**src/sv/bh_pkg.sv**
```systemverilog
// ----------------------------------------------------------------------------
// bh_pkg
// Shared types and defaults for the byte histogram core.
// ----------------------------------------------------------------------------
package bh_pkg;

  localparam int SymbolCountDefault = 256;
  localparam int CountWidthDefault  = 32;
  localparam int ByteWidth          = 8;
  localparam int OutCountWidth      = 32;

  localparam logic ActCount  = 1'b0;
  localparam logic ActReport = 1'b1;

  typedef enum logic [3:0] {
    S_IDLE    = 4'b0001,
    S_CNT_UPD = 4'b0010,
    S_RPT_SYM = 4'b0100,
    S_RPT_CNT = 4'b1000
  } state_e;

  // controller -> datapath
  typedef struct packed {
    logic load_count;
    logic update_count;
    logic load_empty;
    logic read_count_sym;
    logic finish_report;
  } ctrl_t;

  // datapath -> controller
  typedef struct packed {
    logic byte_seen;
    logic table_empty;
    logic out_free;
  } status_t;

endpackage

```
**src/sv/bh_ctrl.sv**
```systemverilog
// ----------------------------------------------------------------------------
// bh_ctrl
// Sequencer for count and report transfers.
// ----------------------------------------------------------------------------
module bh_ctrl (
  input  logic            clk_i,
  input  logic            rst_ni,
  input  logic            in_valid_i,
  input  logic            in_action_i,
  output logic            in_ready_o,
  input  bh_pkg::status_t status_i,
  output bh_pkg::ctrl_t   ctrl_o
);
  import bh_pkg::*;

  state_e state_q, state_d;
  logic   accept;

  assign in_ready_o = (state_q == S_IDLE) && status_i.out_free;
  assign accept     = in_valid_i && in_ready_o;

  always_comb begin
    state_d = state_q;
    ctrl_o  = '0;
    case (state_q)
      S_IDLE: begin
        if (accept) begin
          if (in_action_i == ActCount) begin
            ctrl_o.load_count = 1'b1;
            if (status_i.byte_seen) state_d = S_CNT_UPD;
          end else if (status_i.table_empty) begin
            ctrl_o.load_empty = 1'b1;
          end else begin
            state_d = S_RPT_SYM;
          end
        end
      end
      S_CNT_UPD: begin
        ctrl_o.update_count = 1'b1;
        state_d = S_IDLE;
      end
      S_RPT_SYM: begin
        ctrl_o.read_count_sym = 1'b1;
        state_d = S_RPT_CNT;
      end
      S_RPT_CNT: begin
        ctrl_o.finish_report = 1'b1;
        state_d = S_IDLE;
      end
      default: state_d = S_IDLE;
    endcase
  end

  always_ff @(posedge clk_i or negedge rst_ni) begin
    if (!rst_ni) begin
      state_q <= S_IDLE;
    end else begin
      state_q <= state_d;
    end
  end

endmodule

```
**config.mk**
```make
export PLATFORM = sky130hd
export DESIGN_NAME = bh_ctrl
export DESIGN_NICKNAME = d
export VERILOG_FILES = /design/src/sv/bh_pkg.sv /design/src/sv/bh_ctrl.sv
export SDC_FILE = /design/constraint.sdc
export NUM_CORES = 1
export LEC_CHECK = 0
export BUFFER_PORTS_ARGS = -buffer_cell sky130_fd_sc_hd__buf_2
export CAP_MARGIN = 0
export CORE_AREA = 4 4 41 43
export CTS_CLUSTER_SIZE = 10
export DETAILED_ROUTE_END_ITERATION = 12
export DIE_AREA = 0 0 45 47
export SYNTH_ARGS = -nofsm -noshare
export SYNTH_HDL_FRONTEND = slang
export SYNTH_SLANG_ARGS = --single-unit
```
**constraint.sdc**
```tcl
create_clock -name clk_i -period 1.3 [get_ports clk_i]
set_input_delay 0.195 -clock clk_i [delete_from_list [all_inputs] [get_ports clk_i]]
set_output_delay 0.195 -clock clk_i [all_outputs]
set_load 0.005 [all_outputs]
```
==> flow_summary.json, run 1 <==
{
  "outcome": "complete, but fails checks",
  "violations": "setup timing",
  "starting_density_pct": 17.2,
  "synthFlopType": "sky130_fd_sc_hd__dfrtp_1",
  "synth_edf_count": 0,
  "path_max_fanout": 3,
  "number_of_antenna_violations_at_the_first_check_in_global_routing": 0,
  "report.final.slew_viol_count": 0,
  "route.detailed.vias_per_inst": 4.23,
  "netlist_instances": 22,
  "drc_errors": 0,
  "cts.clk_slew.worst_paths_ns": 0.04,
  "required_time_of_the_critical_path_ns": 1.11,
  "placed_cells_incl_taps": 51,
  "layout_setup_ws_ns": -0.242,
  "worstPathCellList": "nor2b_4, and4_1, and3_1, buf_2",
  "netlist_area_um2": 224,
  "cts_tree": "built",
  "worst-slew-pin-transition_ns": 0.250,
  "synth_sequential_area_ratio_pct": 45.3,
  "largest_register_ff_count": 4,
  "regMostFlops": "state_q",
  "post-route-cell-area_um2": 425,
  "largest_registers": "state_q x4",
  "power-per-cell-area_nw_per_um2": 848,
  "first_iter_violations": 2,
  "slowest_stage": "sky130_fd_sc_hd__dfstp_2",
  "drt_wl_total_um": 653,
  "first_pass_grt_wire_length_um": 1040,
  "dieArea_um2": 2120,
  "synth_area_per_cell_um2": 10.2,
  "postSynthRegisterBits": 4,
  "timing.critical_path.to_type": "output port",
  "vdd.ir_drop.worst_mv": 0.502,
  "synthDominantAreaCellType": "sky130_fd_sc_hd__dfrtp_1",
  "final_min_period_over_clock_period_pct": 119,
  "cts_max_level": 1,
  "final_hold_viol_count": 0,
  "global_route.usage.total_pct": 7.22,
  "grt_pass1_vias": 252,
  "worst-setup-path-type": "flip-flop to output port",
  "final.fill_count": 145,
  "io_buffers": 12,
  "fp.dieW_um": 45,
  "hold_crit_class": "input pin to flip-flop",
  "antenna-diode-count": 0,
  "yosys_warnings": 0,
  "clock-skew-final_ns": 0.00470,
  "critPathMaxStageDelay_ns": 0.52,
  "cap_viol_max_count": 0,
  "arrival_ns": 1.35,
  "fin_nets": 55,
  "cts-buffers-inserted": 3,
  "globalRoute.totalOverflow": 0,
  "netlist_top_cells_area": "sky130_fd_sc_hd__dfrtp_1 (34%), sky130_fd_sc_hd__nor4b_1 (16%), sky130_fd_sc_hd__dfstp_2 (12%)",
  "syn2layout_area_growth_pct": 89.9,
  "report.final.setup_viol": 6,
  "synth_largest_type_area_fraction_pct": 33.5,
  "fmaxAchievable_mhz": 648,
  "dp_worst_setup_slack_ns": -0.00823,
  "fp.dieH_um": 47,
  "clk_path_buf_depth": 2,
  "avgRoutedWirePerCell_um": 10.5,
  "slew_headroom_pct": 83.1,
  "fin_crit_ns": 1.54,
  "gp_congestion": 0.628,
  "drive_above_1_share_pct": 61.7,
  "async_reset_ff_share_pct": 100,
  "post_synth_num_cell_types": 14,
  "std_cell_rows": 13,
  "ios": 13,
  "clk_root_buffer_cell": "sky130_fd_sc_hd__clkbuf_4",
  "synth_common_cells": "sky130_fd_sc_hd__nor4b_1 (4), sky130_fd_sc_hd__and3_1 (3), sky130_fd_sc_hd__dfrtp_1 (3), sky130_fd_sc_hd__nor2_1 (2)",
  "synth_nets": 29,
  "detailedRoute.firstPassIterationCount": 2,
  "design.core.area_um2": 1300,
  "rsz0062_at_grt": "true",
  "clkSinkCount": 4,
  "cp-start-kind": "flip-flop",
  "insertion_delay_ns": 0.23,
  "static-leakage-power_uw": 0.000223,
  "placed_area_um2": 318,
  "postRouteAntennaNets": 0,
  "finalNonFillerCells": 62,
  "synthMostInstantiatedCell": "sky130_fd_sc_hd__nor4b_1",
  "place_hpwl_um": 431,
  "grt_max_degree": 6,
  "vias": 262
}
layout by cell type, fill, tap and decap left out, drive strengths merged, types with 2 or more instances in the layout:
cell type	count
nor2	2
and3	3
buf	21
dfrtp	3
clkbuf	4
nor4b	4
what timing repair did:
action                                 CTS  global route
buffers inserted                         3             4
endpoints found under the hold margin    4             0
hold buffers                             1             0
setup endpoints to repair                6             6
resized for setup                        3             3
pin swaps                                3             3
critical path, delay by kind of cell (launching register included):
kind                   cells  cell delay [ns]
and+or+nand+nor            3             0.50
buffers and inverters      1             0.10
DFF                        1             0.52
power by group:
| part | switching (uW) | leakage [uW] | total, uW | internal [uW] |
|---|---|---|---|---|
| Clock | 51.8 | 0.0000150 | 167 | 115 |
| Combinational | 24.5 | 0.000156 | 60.2 | 35.7 |
| Sequential | 3.99 | 0.0000520 | 134 | 130 |
metrics by stage:
| stage | total power, uW | hold slack (ns) | utilization, % | setup TNS (ns) |
|---|---|---|---|---|
| after floorplan | 153 | -0.101 | - | 0 |
| after global routing | 387 | 0.154 | 32.7 | -1.28 |
| after global placement | 176 | 0.00134 | 24.4 | -0.0124 |
| after CTS | 361 | 0.131 | 30.4 | -0.990 |
| final | 361 | 0.148 | 32.7 | -0.923 |
| after detailed placement | 176 | 0.00389 | 24.4 | -0.00823 |
cells by family after synthesis:
group / count (synthesis) / synth area share, %
AND/OR/NAND/NOR: 14 / 45.3
flip-flops: 4 / 45.3
AO/OA/AOI/OAI: 2 / 4.46
buffers and inverters: 2 / 5.03
final timing paths:
check	start	to	slack (ns)	depth (start not counted)
max	state_q[0]	ctrl_o[2]	-0.24	4
min	status_i[1]	state_q[2]	0.15	2
max reg2reg	state_q[0]	state_q[0]	0.10	6
min reg2reg	state_q[3]	state_q[3]	0.59	2
max in group asynchronous	rst_ni	state_q[0]	0.78	2
min in group asynchronous	rst_ni	state_q[1]	0.30	2
layout make-up:
class / count / area [um2] / share of cell area, %
Clock buffer: 4 / 26.3 / 6.18
Inverter: 1 / 3.75 / 0.882
Multi-Input combinational cell: 16 / 134 / 31.5
Sequential cell: 4 / 101 / 23.8
Tap cell: 15 / 18.8 / 4.41
Timing Repair Buffer: 22 / 141 / 33.2
metal layers:
layer	wire, um	track usage (%)	share of wire [%]
met5	0	0	0
met4	0	3.51	0
met3	64	4.60	9.8
met2	349	12.4	53
met1	239	6.67	37
Power figures use the tool's default switching activity.
==> inputs of run 2 (changes only) <==
--- a/config.mk
+++ b/config.mk
@@ -14,3 +14,4 @@
 export SYNTH_ARGS = -nofsm -noshare
 export SYNTH_HDL_FRONTEND = slang
 export SYNTH_SLANG_ARGS = --single-unit
+export TNS_END_PERCENT = 5
==> flow_summary.json, run 2 (synthesized netlist as in run 1, its figures left out) <==
{
  "cp-start-kind": "flip-flop",
  "most_frequent_cells_in_the_layout": "sky130_fd_sc_hd__buf_2 (12), sky130_fd_sc_hd__buf_4 (6), sky130_fd_sc_hd__nor4b_1 (4)",
  "clkSinkCount": 4,
  "rsz0062_at_grt": "true",
  "number_of_antenna_violations_at_the_first_check_in_global_routing": 0,
  "regMostFlops": "state_q",
  "grt_max_degree": 6,
  "timing.critical_path.buf_inv": 1,
  "final.fill_count": 150,
  "cts.clk_slew.worst_paths_ns": 0.04,
  "post-route-cell-area_um2": 384,
  "holdWs_ns": 0.148,
  "share_comb_of_total_power_pct": 15.4,
  "largest_register_ff_count": 4,
  "largest_registers": "state_q x4",
  "slowest_stage": "sky130_fd_sc_hd__dfstp_2",
  "final_hold_viol_count": 0,
  "fmaxAchievable_mhz": 648,
  "clock_power_share_pct": 47.2,
  "static-leakage-power_uw": 0.000205,
  "globalRoute.totalOverflow": 0,
  "path_max_fanout": 3,
  "drc_errors": 0,
  "finalNonFillerCells": 59,
  "fin_crit_ns": 1.54,
  "placed_area_um2": 318,
  "critPathMaxStageDelay_ns": 0.52,
  "gp_congestion": 0.628,
  "antenna-diode-count": 0,
  "drt_wl_total_um": 613,
  "starting_density_pct": 17.2,
  "violations": "setup timing",
  "cts_max_level": 1,
  "first_iter_violations": 6,
  "avgRoutedWirePerCell_um": 10.4,
  "clk_path_buf_depth": 2,
  "dieArea_um2": 2120,
  "slew_headroom_pct": 75.5,
  "required_time_of_the_critical_path_ns": 1.11,
  "report.final.slew_viol_count": 0,
  "ios": 13,
  "pwr-share-seq_pct": 37.5,
  "worstPathCellList": "nor2b_4, and4_1, and3_1, buf_2",
  "power_switching_uw": 78.5,
  "final_common_cell": "sky130_fd_sc_hd__buf_2",
  "worstSetupPathDepth": 4,
  "worst-slew-pin-transition_ns": 0.362,
  "syn2layout_area_growth_pct": 71.5,
  "cts_tree": "built",
  "io_buffers": 12,
  "clk_root_buffer_cell": "sky130_fd_sc_hd__clkbuf_4",
  "multi_input_area_um2": 119,
  "arrival_ns": 1.35,
  "detailedRoute.firstPassIterationCount": 4,
  "first_pass_grt_wire_length_um": 910,
  "timing.hold.worst_path_depth": 2,
  "global_route.usage.total_pct": 6.34,
  "hold_crit_class": "input pin to flip-flop",
  "layout.area.seq_um2": 101,
  "cap_viol_max_count": 0,
  "fin_nets": 52,
  "clock-skew-final_ns": 0.00437,
  "reg2reg_depth": 5,
  "drive_above_1_share_pct": 56.8,
  "vias": 249,
  "vdd.ir_drop.worst_mv": 0.480,
  "std_cell_rows": 13,
  "outcome": "complete, but fails checks",
  "route.detailed.vias_per_inst": 4.22,
  "insertion_delay_ns": 0.23,
  "internal_power_uw": 277,
  "fp.dieH_um": 47,
  "fp.dieW_um": 45,
  "report.final.setup_viol": 6,
  "place_hpwl_um": 431,
  "layout_setup_ws_ns": -0.243,
  "worst-setup-path-type": "flip-flop to output port",
  "cts-buffers-inserted": 3,
  "final_min_period_over_clock_period_pct": 119,
  "postRouteAntennaNets": 0,
  "critical-path-top-delay-family": "flip-flops",
  "grt_pass1_vias": 226,
  "timing.critical_path.to_type": "output port",
  "design.core.area_um2": 1300,
  "share_of_total_power_consumed_by_net_switching_pct": 22.1,
  "power-per-cell-area_nw_per_um2": 925,
  "placed_cells_incl_taps": 51
}
[run 2: changes by cell type in the layout (fill, tap and decap cells not counted), sizes merged]
| cell | delta |
|---|---|
| buf | -3 |
[run 2: repair_timing]
item                                   in CTS  in global routing
endpoints found under the hold margin       4                  0
resized for setup                           0                  2
hold buffers                                1                  0
setup buffers                               1                  2
pin swaps                                   2                  2
setup endpoints to repair                   6                  6
[run 2: worst paths after layout]
check	slack, ns	from	end
min reg2reg	0.57	state_q[1]	state_q[3]
max	-0.24	state_q[0]	ctrl_o[2]
max reg2reg	0.13	state_q[0]	state_q[2]
min in group asynchronous	0.30	rst_ni	state_q[1]
min	0.15	status_i[1]	state_q[2]
max in group asynchronous	0.79	rst_ni	state_q[0]
[run 2: power groups by stage]
stage,Clock [uW],Combinational (uW),Sequential (uW)
2_1_floorplan,0,18.3,135
3_3_place_gp,0,41.4,134
3_5_place_dp,0,41.6,134
4_1_cts,175,47.3,133
5_1_grt,185,62.2,133
6_report,168,54.7,133
[run 2: cell type report]
class | instances | area share (%)
timing repair buffer | 19 | 30.0
inverter | 1 | 0.977
multi-input combinational | 16 | 30.9
clock buffer | 4 | 6.84
sequential | 4 | 26.4
tap | 15 | 4.89
[run 2: routing by layer]
metal / track usage (%) / part of all wire (%) / vias up
met5: 0 / 0 / -
met1: 6.21 / 39 / 115
met3: 4.60 / 9.5 / 0
met4: 3.51 / 0 / 0
met2: 9.89 / 52 / 9
li1: - / - / 125
[run 2: per-stage QoR]
step / setup WS, ns / utilization, % / setup TNS (ns) / power, uW
6_report: -0.243 / 29.5 / -0.843 / 355
5_1_grt: -0.313 / 29.5 / -1.25 / 380
3_5_place_dp: -0.00823 / 24.4 / -0.00823 / 176
2_1_floorplan: 0.0678 / - / 0 / 153
3_3_place_gp: -0.0124 / 24.4 / -0.0124 / 176
4_1_cts: -0.236 / 27.8 / -0.878 / 355
[run 2: worst register-to-register path, stage by stage, from the launching register on]
cell	delay, ns
sky130_fd_sc_hd__dfstp_2	0.52
sky130_fd_sc_hd__nor2b_4	0.14
sky130_fd_sc_hd__buf_4	0.11
sky130_fd_sc_hd__buf_4	0.09
sky130_fd_sc_hd__nand4_1	0.13
sky130_fd_sc_hd__nor3_2	0.12
==> inputs of run 3 (changes only) <==
--- a/config.mk
+++ b/config.mk
@@ -11,6 +11,7 @@
 export CTS_CLUSTER_SIZE = 10
 export DETAILED_ROUTE_END_ITERATION = 12
 export DIE_AREA = 0 0 45 47
+export REMOVE_ABC_BUFFERS = 1
 export SYNTH_ARGS = -nofsm -noshare
 export SYNTH_HDL_FRONTEND = slang
 export SYNTH_SLANG_ARGS = --single-unit
==> flow_summary.json, run 3 (synthesized netlist as in run 1, its figures left out) <==
{
  "outcome": "complete, but fails checks",
  "violations": "setup timing",
  "final_util_pct": 28.3,
  "grt_pass1_vias": 199,
  "share_comb_of_total_power_pct": 13.5,
  "cts-buffers-inserted": 3,
  "detailedRoute.firstPassIterationCount": 2,
  "report.final.setup_viol": 6,
  "static-leakage-power_uw": 0.000194,
  "dp_worst_setup_slack_ns": -0.0194,
  "slew_headroom_pct": 73.9,
  "dieArea_um2": 2120,
  "report.final.slew_viol_count": 0,
  "share_of_total_power_consumed_by_net_switching_pct": 22.9,
  "rsz0062_at_grt": "true",
  "ios": 13,
  "cts_max_level": 1,
  "fin_nets": 50,
  "route.detailed.vias_per_inst": 4.37,
  "antenna-diode-count": 0,
  "clk_path_buf_depth": 2,
  "path_max_fanout": 3,
  "cts.clk_slew.worst_paths_ns": 0.04,
  "insertion_delay_ns": 0.24,
  "globalRoute.totalOverflow": 0,
  "startpoint_of_the_lowest_slack_register_to_register_path": "state_q[0]",
  "drc_errors": 0,
  "cap_viol_max_count": 0,
  "internal_power_uw": 272,
  "cp-start-kind": "flip-flop",
  "std_cell_rows": 13,
  "layout_setup_ws_ns": -0.271,
  "clkSinkCount": 4,
  "fp.dieH_um": 47,
  "layout.area.seq_um2": 101,
  "multi_input_area_um2": 118,
  "fp.dieW_um": 45,
  "final_common_cell": "sky130_fd_sc_hd__buf_2",
  "drt_wl_total_um": 563,
  "grt_max_degree": 6,
  "most_frequent_cells_in_the_layout": "sky130_fd_sc_hd__buf_2 (12), sky130_fd_sc_hd__buf_4 (4)",
  "placed_cells_incl_taps": 51,
  "largest_registers": "state_q x4",
  "gp_congestion": 0.669,
  "vias": 249,
  "fin_crit_ns": 1.57,
  "timing.critical_path.to_type": "output port",
  "syn2layout_area_growth_pct": 64.2,
  "min_from": "status_i[1]",
  "fin_setup_tns_ns": -0.849,
  "fmaxAchievable_mhz": 636,
  "final.fill_count": 150,
  "power-per-cell-area_nw_per_um2": 960,
  "global_route.usage.total_pct": 6.35,
  "regMostFlops": "state_q",
  "hold_crit_class": "input pin to flip-flop",
  "first_iter_violations": 1,
  "worst-slew-pin-transition_ns": 0.386,
  "worst-setup-path-type": "flip-flop to output port",
  "worst-r2r-setup-slack_ns": 0.13,
  "place_hpwl_um": 413,
  "power_switching_uw": 81.0,
  "arrival_ns": 1.38,
  "required_time_of_the_critical_path_ns": 1.11,
  "final_min_period_over_clock_period_pct": 121,
  "worst_setup_path_startpoint": "state_q[0]",
  "clock_power_share_pct": 48.8,
  "starting_density_pct": 17.2,
  "finalNonFillerCells": 57,
  "clock-skew-final_ns": 0.000879,
  "holdWs_ns": 0.141,
  "postRouteAntennaNets": 0,
  "pwr-share-seq_pct": 37.7,
  "largest_register_ff_count": 4,
  "io_buffers": 12,
  "number_of_antenna_violations_at_the_first_check_in_global_routing": 0,
  "design.core.area_um2": 1300,
  "clk_root_buffer_cell": "sky130_fd_sc_hd__clkbuf_4",
  "drive_above_1_share_pct": 52.4,
  "vdd.ir_drop.worst_mv": 0.563,
  "cts_tree": "built",
  "first_pass_grt_wire_length_um": 848,
  "avgRoutedWirePerCell_um": 9.88,
  "final_hold_viol_count": 0
}
-- run 3: timing repair --
item                                    CTS  global route
endpoints found under the hold margin     4             0
setup buffers                             0             1
hold buffers                              1             0
pin swaps                                 2             3
resized for setup                         0             1
endpoints found under the setup margin    6             6
-- run 3: per-stage QoR --
step                      power, uW  area, um2
final                           353        368
after CTS                       358        354
after floorplan                 153        216
after global routing            389        368
after global placement          176        318
after detailed placement        176        318
-- run 3: power groups by stage --
stage	clock (uW)	sequential, uW	combinational [uW]
after floorplan	0	135	18.1
final	172	133	47.8
after global placement	0	135	41.5
after CTS	181	133	44.1
after detailed placement	0	135	41.2
after global routing	203	133	53.0
-- run 3: worst max-delay path, stage by stage, from the launching register on --
cell and delay, ns:
sky130_fd_sc_hd__dfstp_2 0.52, sky130_fd_sc_hd__nor2b_4 0.14, sky130_fd_sc_hd__and4_1 0.22, sky130_fd_sc_hd__and3_1 0.15
sky130_fd_sc_hd__buf_2 0.11
-- run 3: cell type report --
type                       instances  share of cell area (%)
timing repair buffer              17                    27.2
clock buffer                       4                    7.14
sequential                         4                    27.6
inverter                           1                    1.02
multi-input combinational         16                    32.0
tap                               15                    5.10
-- run 3: metal layers --
metal  GRT usage [%]  up-vias  part of all wire, %
met2            6.21       11                   42
met1            7.83      116                   46
met4            3.51        0                    0
met5               0        -                    0
li1                -      122                    -
met3            6.90        0                   12
-- run 3: final timing paths --
kind | endpoint | cells past startpoint
min in group asynchronous | state_q[1] | 2
max in group asynchronous | state_q[0] | 2
setup / recovery | ctrl_o[2] | 4
hold / removal | state_q[2] | 2
hold reg to reg | state_q[3] | 1
setup reg to reg | state_q[0] | 4
